--- config.mk ---
export PLATFORM = sky130hd
export DESIGN_NAME = sbm_ctrl
export DESIGN_NICKNAME = d
export VERILOG_FILES = /design/src/hdl/sbm_pkg.sv /design/src/hdl/sbm_ctrl.sv
export SDC_FILE = /design/constraint.sdc
export NUM_CORES = 1
export LEC_CHECK = 0
export BUFFER_PORTS_ARGS = -buffer_cell sky130_fd_sc_hd__buf_2
export CAP_MARGIN = 20
export CORE_AREA = 2 2 39 41
export CTS_CLUSTER_DIAMETER = 80
export DETAILED_ROUTE_END_ITERATION = 7
export DIE_AREA = 0 0 41 43
export PLACE_DENSITY = 0.48
export SLEW_MARGIN = 20
export SYNTH_ARGS = -nofsm -noshare
export SYNTH_HDL_FRONTEND = slang
export SYNTH_SLANG_ARGS = --single-unit
--- constraint.sdc ---
create_clock -name clock -period 1.5 [get_ports clock]
set_clock_uncertainty 0.1 [all_clocks]
set_input_delay 0.3 -clock clock [delete_from_list [all_inputs] [get_ports clock]]
set_output_delay 0.3 -clock clock [all_outputs]
set_load 0.02 [all_outputs]
--- src/hdl/sbm_pkg.sv ---
// Shared types, constants and the sprite height table for the sprite band multiplexer.
`default_nettype none
package sbm_pkg;

   localparam int SLOT_CAPACITY_DEF = 64;
   localparam int LIST_DEPTH_DEF    = 128;
   localparam int SCREEN_LINES_DEF  = 192;

   localparam int OP_W       = 2;
   localparam int ATTR_W     = 16;
   localparam int LINE_W     = 8;
   localparam int BOTTOM_W   = 9;
   localparam int HEIGHT_W   = 7;
   localparam int BAND_W     = 5;
   localparam int BAND_MAX   = 16;
   localparam int SLOT_W     = 7;
   localparam int SLOT_IDX_W = 6;
   localparam int ENTRY_W    = BOTTOM_W + 3 * ATTR_W;

   typedef enum logic [OP_W-1:0] {
      OP_CLEAR  = 2'd0,
      OP_APPEND = 2'd1,
      OP_EVAL   = 2'd2,
      OP_NONE   = 2'd3
   } op_type;

   typedef enum logic {
      CSR_ENABLE      = 1'b0,
      CSR_BAND_HEIGHT = 1'b1
   } csr_index_type;

   typedef enum logic [1:0] {
      ST_IDLE,
      ST_WALK,
      ST_HIDE,
      ST_FLUSH
   } state_type;

   typedef struct packed {
      logic clear;
      logic append;
      logic start;
      logic advance;
      logic push_sprite;
      logic finish_walk;
      logic push_hide;
      logic flush;
   } cmd_type;

   typedef struct packed {
      logic enable;
      logic walk_done;
      logic hit;
      logic can_push;
      logic hide_done;
      logic pend_valid;
   } status_type;

   // Rows are shape (square, tall, wide, forbidden), columns are size.
   function automatic logic [HEIGHT_W-1:0] height_lookup(input logic [1:0] shape,
                                                         input logic [1:0] size);
      logic [HEIGHT_W-1:0] h;
      case ({shape, size})
         4'b0000: h = 7'd8;
         4'b0001: h = 7'd16;
         4'b0010: h = 7'd32;
         4'b0011: h = 7'd64;
         4'b0100: h = 7'd16;
         4'b0101: h = 7'd32;
         4'b0110: h = 7'd32;
         4'b0111: h = 7'd64;
         4'b1000: h = 7'd8;
         4'b1001: h = 7'd8;
         4'b1010: h = 7'd16;
         4'b1011: h = 7'd32;
         default: h = 7'd8;
      endcase
      return h;
   endfunction

endpackage
`default_nettype wire

--- src/hdl/sbm_ctrl.sv ---
// Controller state machine that sequences request handling, the list walk and the hide pass.
`default_nettype none
module sbm_ctrl (
   input  wire logic               clock,
   input  wire logic               reset,
   input  wire logic               req_valid,
   input  wire logic [1:0]         req_operation,
   output logic                    req_stall,
   input  wire sbm_pkg::status_type status,
   output sbm_pkg::cmd_type        cmd,
   output sbm_pkg::state_type      state
);
   import sbm_pkg::*;

   state_type state_ff;
   state_type state_in;
   logic      accept;
   op_type    op;

   assign op     = op_type'(req_operation);
   assign accept = req_valid && (state_ff == ST_IDLE);
   assign state  = state_ff;

   always_ff @(posedge clock) begin
      if (reset) begin
         state_ff <= ST_IDLE;
      end else begin
         state_ff <= state_in;
      end
   end

   always_comb begin
      state_in = state_ff;
      case (state_ff)
         ST_IDLE: begin
            if (accept && (op == OP_EVAL) && status.enable) begin
               state_in = ST_WALK;
            end
         end
         ST_WALK: begin
            if (status.walk_done) begin
               state_in = ST_HIDE;
            end
         end
         ST_HIDE: begin
            if (status.hide_done) begin
               state_in = ST_FLUSH;
            end
         end
         ST_FLUSH: begin
            if (!status.pend_valid || status.can_push) begin
               state_in = ST_IDLE;
            end
         end
         default: state_in = ST_IDLE;
      endcase
   end

   always_comb begin
      cmd       = '0;
      req_stall = 1'b1;
      case (state_ff)
         ST_IDLE: begin
            req_stall  = 1'b0;
            cmd.clear  = accept && (op == OP_CLEAR);
            cmd.append = accept && (op == OP_APPEND);
            cmd.start  = accept && (op == OP_EVAL) && status.enable;
         end
         ST_WALK: begin
            if (status.walk_done) begin
               cmd.finish_walk = 1'b1;
            end else if (status.hit) begin
               cmd.push_sprite = status.can_push;
               cmd.advance     = status.can_push;
            end else begin
               cmd.advance = 1'b1;
            end
         end
         ST_HIDE: begin
            cmd.push_hide = !status.hide_done && status.can_push;
         end
         ST_FLUSH: begin
            cmd.flush = status.pend_valid && status.can_push;
         end
         default: begin
            cmd = '0;
         end
      endcase
   end

endmodule
`default_nettype wire

Yosys cells after proc, flatten, opt, wreduce, memory -nomap -nowiden
Cells that the tools add are included.
{"block": "totals", "ff_bits": 2, "input_bits": 11, "output_inout_bits": 11, "word_cells": 37}
{"block": "classes", "n_eq_ne": 9, "muxes": 14, "n_reduce_logical": 13}
{"op": "2-to-1 mux 2 bit", "n": 5}
{"op": "one-hot mux 2 bit (4 select lines)", "n": 1}
{"op": "logical AND 1 bit", "n": 7}
{"op": "== test 2 bit (second input constant)", "n": 3}
{"op": "2-to-1 mux 1 bit", "n": 6}
{"op": "2-to-1 mux 3 bit", "n": 2}
{"op": "!= test 2 bit (second input constant)", "n": 3}
{"op": "== test 2 x 1 -> 1 bit (second input constant)", "n": 2}
{"op": "logical NOT 2 bit", "n": 2}
{"op": "AND reduction 4 bit", "n": 1}
{"op": "logical NOT 1 bit", "n": 2}
{"op": "!= test 2 x 1 -> 1 bit (second input constant)", "n": 1}
{"op": "logical OR 1 bit", "n": 1}

Depth between registers and ports, before layout
Gate-level depths: netlist of run 1.
{"block": "depth", "word_depth": 6, "mapped_depth": 5, "ltp_nobuf": 5}

Worst setup path before layout of run 1
OpenSTA, ideal clock, no wires.
{"block": "synth_timing", "path_type": "reg-to-output", "from": "register state_ff[0], in the netlist state[0]", "to": "output port cmd[4] (netlist bit)", "arrival_time_ns": 1.483, "t_required_ns": 1.100, "setup_slack_ns": -0.383, "path_stages_with_launch": 4, "path_buffers": 0, "path_cell_list": "dfxtp_1 ha_1 nor2b_1 a21boi_0"}
{"element": "start, declared", "line": "sbm_ctrl.sv:15", "source": "state_type state_ff;"}
{"element": "start signal, assigned", "line": "sbm_ctrl.sv:28", "source": "state_ff <= state_in;"}
{"element": "end, declared", "line": "sbm_ctrl.sv:10", "source": "output sbm_pkg::cmd_type cmd,"}

==> results of run 1 <==
==> cell usage after synthesis, drive strengths merged <==
cell     number
a2111oi       1
a21boi        1
and2          2
and3          2
and3b         1
dfxtp         2
ha            5
inv           4
mux2i         2
nand2         2
nand2b        3
nand4b        1
nor2b         2
nor3          2
nor3b         1
o21bai        1
==> metal layers <==
metal | global-route usage | vias up | routed length (um)
li1 | - | 193 | -
met1 | 0.141 | 171 | 369
met2 | 0.188 | 17 | 438
met3 | 0.0314 | 0 | 72
met4 | 0.0800 | 0 | 0
met5 | 0 | - | 0
==> power groups by stage <==
stage | registers [mW] | logic (mW) | clock network [mW]
floorplan | 0.115 | 0.249 | 0
global placement | 0.0937 | 0.439 | 0
detailed placement | 0.0949 | 0.442 | 0
CTS | 0.112 | 0.565 | 0.136
global route | 0.127 | 0.679 | 0.149
finish | 0.122 | 0.630 | 0.129
==> worst min-delay path, delay by kind of cell <==
| family | cells | cell delay [ns] |
|---|---|---|
| buf+inv | 1 | 0.10 |
| mux | 1 | 0.06 |
| simple gates | 1 | 0.10 |
==> area by class of cell <==
type / instances / area [sq um]
tap: 16 / 20.0
multi-input combinational: 26 / 373
clock buffer: 4 / 26.3
inverter: 4 / 25.0
sequential: 2 / 47.5
fill: 125 / 606
timing repair buffer: 36 / 287
==> cells by family after synthesis <==
logic type / Yosys count
and+or+nand+nor: 16
adders and majority gates: 5
buffers and inverters: 4
AOI/OAI and AO/OA: 3
muxes: 2
DFF: 2
==> final timing paths <==
kind | cells past startpoint | start | to | slack (ns)
setup / recovery | 5 | state[1] | cmd[1] | -0.14
hold / removal | 3 | reset | state[0] | 0.28
setup reg to reg | 5 | state[1] | state[0] | -0.12
hold reg to reg | 3 | state[0] | state[0] | 0.58
==> timing repair <==
item,CTS,global route
pin swaps,5,5
setup buffers,4,3
endpoints found under the setup margin,11,10
gates resized for setup,33,8
==> through the flow <==
stage | utilization | setup TNS, ns | setup slack [ns]
global route | 0.562 | -1.59 | -0.198
finish | 0.562 | -0.951 | -0.141
global placement | 0.390 | -0.372 | -0.0788
CTS | 0.515 | -1.01 | -0.140
detailed placement | 0.390 | -0.459 | -0.0806
floorplan | - | -0.0360 | -0.0351
==> metrics.md, run 1 <==
| Metric | Value |
|---|---|
| Outcome | complete, but fails checks |
| Failing checks | setup timing |
| Post-DP HPWL | 662 um |
| Post-route cell area | 778 sq um |
| GR Overflow Total | 0 |
| Worst-margin pin slew | 0.341 ns |
| Most frequent cells in the layout | buf_4, buf_2, buf_6 |
| First-pass GRT wire length | 1430 um |
| Maximum clock frequency | 0.609 GHz |
| Final cell count without fillers | 88 |
| Post-synth top area share | 0.209 |
| Post-synthesis mux area share | 0.0669 |
| Area delta synth->final | 160% |
| Vias in the first global route | 369 |
| Sw Share | 0.392 |
| Die ar. | 1760 sq um |
| Reg power frac | 0.139 |
| Worst VDD drop | 0.638 mV |
| Power Total | 881 uW |
| CP Cell Sequence | buf_12 > ha_4 > nor2b_4 > and2_4 > buf_6 |
| Data required time of the worst path | 1.10 ns |
| Die Span Y | 43 um |
| Row cnt | 14 |
| Cts bufs inserted | 3 |
| Post-Syn Area per Cell | 9.34 sq um |
| Placed Area | 539 sq um |
| Commonest non-fill, non-tap cell in the layout | buf_4 |
| Ys Warns | 0 |
| Drt pass-1 iters | 3 |
| GRT Overall Usage | 0.122 |
| Port Buf Inserts | 21 |
| Cells after DPL | 77 |
| Routed WL | 879 um |
| Synth area leader | ha_1 |
| Root Buffer | clkbuf_4 |
| Critical-path top delay cell | dfxtp_4 |
| TritonCTS Sinks | 2 |
| DRC | 0 |
| Comb pwr share | 0.715 |
| Die width | 41 um |
| Synth Register Bits | 2 |
| GP Congestion | 0.653 |
| Post-Synth Adder-Cell Area | 0.209 |
| CP max stage delay | 0.38 ns |
| CP arrival | 1.24 ns |
| Antenna violations before repair | 0 |
| Largest cells by area after synthesis | ha_1, dfxtp_1, a2111oi_4 |
| Nets | 89 |
| Layout cells sized above 1 | 0.847 |
| Largest register FFs | 2 |
| Pwr dens | 1130 nW/um^2 |
| DR WL/cell | 9.99 um |
| Hold buffers post-CTS | 0 |
| Max_cap viols | 0 |
| Clock power share | 0.146 |
| Final setup violation count | 10 |
| Synth Area in Simple Gates | 0.397 |
| Final hold vios | 0 |
| N_diodes | 0 |
| H-tree levels | 1 |
| Post-Syn Instances | 32 |
| Iteration-0 DRC Markers | 1 |
| Complex-gate fraction of the synthesized area | 0.142 |
| Netlist Area Pre-Place | 299 sq um |
| Seq/Total Area, Yosys | 0.134 |
| Largest net degree at the start of global routing | 6 |
| RSZ-0062 raised after global routing | yes |
| Core area | 1380 sq um |
| Hold_ws | 0.278 ns |
| Worst path bufs/invs | 2 |
| Largest delay share family, worst path | flip-flops |
| I/O pin count | 22 |
| CTS Buffer Depth | 2 |
| Pleak | 0.362 nW |
| Min cycle time layout | 1.64 ns |
| Fin crit share | 1.09 |
| CP Launch Type | flop |
| Max FO, Critical Path | 3 |
| Largest family of logic cells by synthesized area | simple AND/OR/NAND/NOR gates |
| Worst hold path type | input pin to flop |
| Final Max Tran Viols | 0 |
| Final ANT Viol Nets | 0 |
| Clk slew on worst S/H paths | 0.03 ns |
| CTS tree | done |
| Final WS setup | -0.141 ns |
| Initial Utilization | 0.216 |
| Worst rel slew slack | 0.773 |
| Netlist cell types | 17 |
| Syn_nets | 48 |
| Critical path endpoint category | output pin |
| Post-Synth XOR/XNOR Area | 0 |
| Drt via density | 4.33 |
| Crit path kind | flop to output pin |
| DR vias | 381 |
| Clk_lat worst skew | 0.23 ns |
| Switch Pwr | 345 uW |
| Pint | 536 uW |
Note: power is estimated with default switching activity, not from simulation.
==> run 2, diff against run 1 <==
--- a/config.mk
+++ b/config.mk
@@ -5,13 +5,14 @@
 export SDC_FILE = /design/constraint.sdc
 export NUM_CORES = 1
 export LEC_CHECK = 0
+export ABC_AREA = 1
 export BUFFER_PORTS_ARGS = -buffer_cell sky130_fd_sc_hd__buf_2
 export CAP_MARGIN = 20
 export CORE_AREA = 2 2 39 41
 export CTS_CLUSTER_DIAMETER = 80
 export DETAILED_ROUTE_END_ITERATION = 7
 export DIE_AREA = 0 0 41 43
-export PLACE_DENSITY = 0.48
+export PLACE_DENSITY = 0.49
 export SLEW_MARGIN = 20
 export SYNTH_ARGS = -nofsm -noshare
 export SYNTH_HDL_FRONTEND = slang
==> run 2 against run 1 <==
Net effect: the run still ends with setup timing left; non-clock buffer count decreased by 4; setup slack improved by 0.092 ns; final cell count increased by 13%; fmax up 6.0%; clock power down 12%; sequential power decreased by 11%; synthesized area increased by 3.3%; final area fell by 9.3%; total power up 20%; routed wire length down 1.4%; critical path type unchanged.
==> metrics.md, run 2 <==
| Metric | Value |
|---|---|
| Outcome | complete, but fails checks |
| Failing checks | setup timing |
| Synth area leader | ha_1 |
| Fill cells | 147 |
| Primary FF master, synth | dfxtp_1 |
| Die width | 41 um |
| Final ANT Viol Nets | 0 |
| Worst VDD drop | 0.556 mV |
| N_diodes | 0 |
| H-tree levels | 1 |
| Maximum clock frequency | 0.646 GHz |
| Largest register FFs | 2 |
| DRC | 0 |
| Max_cap viols | 0 |
| Hold_sp | reset |
| Vias in the first global route | 346 |
| R2r endpoint | state[0] |
| Iteration-0 DRC Markers | 1 |
| DR vias | 411 |
| Die ar. | 1760 sq um |
| Layout cells sized above 1 | 0.783 |
| R2r setup slk | 0.10 ns |
| Root Buffer | clkbuf_4 |
| Min-Delay Path Depth | 4 |
| R2R depth | 9 |
| Routed WL | 867 um |
| Post-Syn Instances | 48 |
| Core area | 1380 sq um |
| Post-DP HPWL | 564 um |
| Final setup violation count | 4 |
| DR WL/cell | 8.76 um |
| I/O pin count | 22 |
| Antenna violations before repair | 0 |
| Clk_lat worst skew | 0.22 ns |
| GRT Overall Usage | 0.110 |
| Most frequent cells in the layout | buf_2, buf_4, buf_6 |
| Drt pass-1 iters | 2 |
| RSZ-0062 raised after global routing | yes |
| Ys Warns | 0 |
| FF-to-FF Start | state[0] |
| Initial Utilization | 0.223 |
| Hold_ws | 0.221 ns |
| Worst hold endpoint | state[1] |
| Netlist cell types | 14 |
| Syn_nets | 64 |
| Drt via density | 4.15 |
| Pleak | 0.374 nW |
| Placed Area | 473 sq um |
| Row cnt | 14 |
| Seq/Total Area, Yosys | 0.130 |
| Final Max Tran Viols | 0 |
| Min cycle time layout | 1.55 ns |
| Most frequent cell after synthesis | inv_1 |
| Post-Syn Area per Cell | 6.44 sq um |
| Post-route cell area | 706 sq um |
| Die Span Y | 43 um |
| Cts bufs inserted | 3 |
| Netlist Area Pre-Place | 309 sq um |
| Cells after DPL | 88 |
| Pre-CTS WS | 0.0799 ns |
| Largest cells by area after synthesis | ha_1, dfxtp_1, nand2_2 |
| Final cell count without fillers | 99 |
| Footprint of the multi-input gates | 330 sq um |
| Final hold vios | 0 |
| Fin crit share | 1.03 |
| CP Launch Type | flop |
| GR Overflow Total | 0 |
| Sequential Area | 42.5 sq um |
| Port Buf Inserts | 21 |
| CTS Buffer Depth | 2 |
| First-pass GRT wire length | 1270 um |
| Crit path kind | flop to output pin |
| Async SR Flop Fraction | 0 |
| Critical path endpoint category | output pin |
| Pwr dens | 1500 nW/um^2 |
| Final WS setup | -0.0489 ns |
| Top post-synthesis cells by count | inv_1, nand2_1, nand2_2, nor2_1, ha_1 |
| Max FO, Critical Path | 3 |
| Area delta synth->final | 128% |
| Power Total | 1.06 mW |
| Worst hold path type | input pin to flop |
| Hold buffers post-CTS | 0 |
| Data required time of the worst path | 1.10 ns |
| Post-synth top area share | 0.202 |
| CP arrival | 1.15 ns |
| Clk slew on worst S/H paths | 0.03 ns |
| TritonCTS Sinks | 2 |
| Largest net degree at the start of global routing | 5 |
| GP Congestion | 0.771 |
| Number of synthesized flops with an enable pin | 0 |
| Nets | 101 |
| Worst rel slew slack | 0.907 |
| CTS tree | done |
| Synth Register Bits | 2 |
| Worst-margin pin slew | 0.140 ns |
[run 2: metal layers]
layer,global-route usage,vias up,wire length [um]
li1,-,212,-
met1,0.0958,185,296
met2,0.194,14,515
met3,0.0314,0,55
met4,0.0800,0,0
met5,0,-,0
[run 2: timing repair]
action / 4_1_cts / 5_1_grt
gates resized for setup: 28 / 14
pin swaps: 7 / 8
hold endpoints to repair: 0 / 0
endpoints found under the setup margin: 9 / 9
gates cloned: 0 / 0
buffers inserted: 6 / 2
[run 2: how the worst max path moves through the flow]
stage,to,slack [ns],from,cells after the start
after global placement,cmd[5],0.07,state[1],7
final,cmd[4],-0.05,state[0],5
after global routing,cmd[4],-0.1,state[0],5
after detailed placement,cmd[5],0.08,state[1],7
after floorplan,cmd[6],0.01,state[0],4
after CTS,cmd[5],-0.05,state[1],7
[run 2: cells by family (layout without fill, tap and decap cells)]
group	after synthesis	count (layout)	share of synthesized area
flip-flops	2	2	0.130
AO/OA/AOI/OAI	3	3	0.0486
adder cells (fa/ha/maj)	5	5	0.202
AND/OR/NAND/NOR	26	26	0.474
buffers and inverters	12	47	0.146
[run 2: critical path, stage by stage (launching register included)]
cell,delay [ns]
dfxtp_2,0.35
buf_6,0.13
ha_4,0.14
nand2_4,0.06
a21oi_2,0.10
buf_4,0.15
[run 2: final cells by class]
type                    instances  share of cell area
multi-input cells              34               0.468
repair buffers                 32               0.340
clock buffers                   3              0.0319
inverters                      12              0.0709
flip-flops and latches          2              0.0603
well taps                      16              0.0284
[run 2: metrics by stage]
| step | utilization | setup TNS [ns] |
|---|---|---|
| finish | 0.510 | -0.156 |
| global route | 0.510 | -0.539 |
| CTS | 0.466 | -0.157 |
| detailed placement | 0.342 | 0 |
| global placement | 0.342 | 0 |
| floorplan | - | 0 |
[run 2: power breakdown]
part	switching (mW)	internal, mW	total, mW
Clock	0.0253	0.0878	0.113
Sequential	0.0268	0.0814	0.108
Combinational	0.427	0.408	0.835
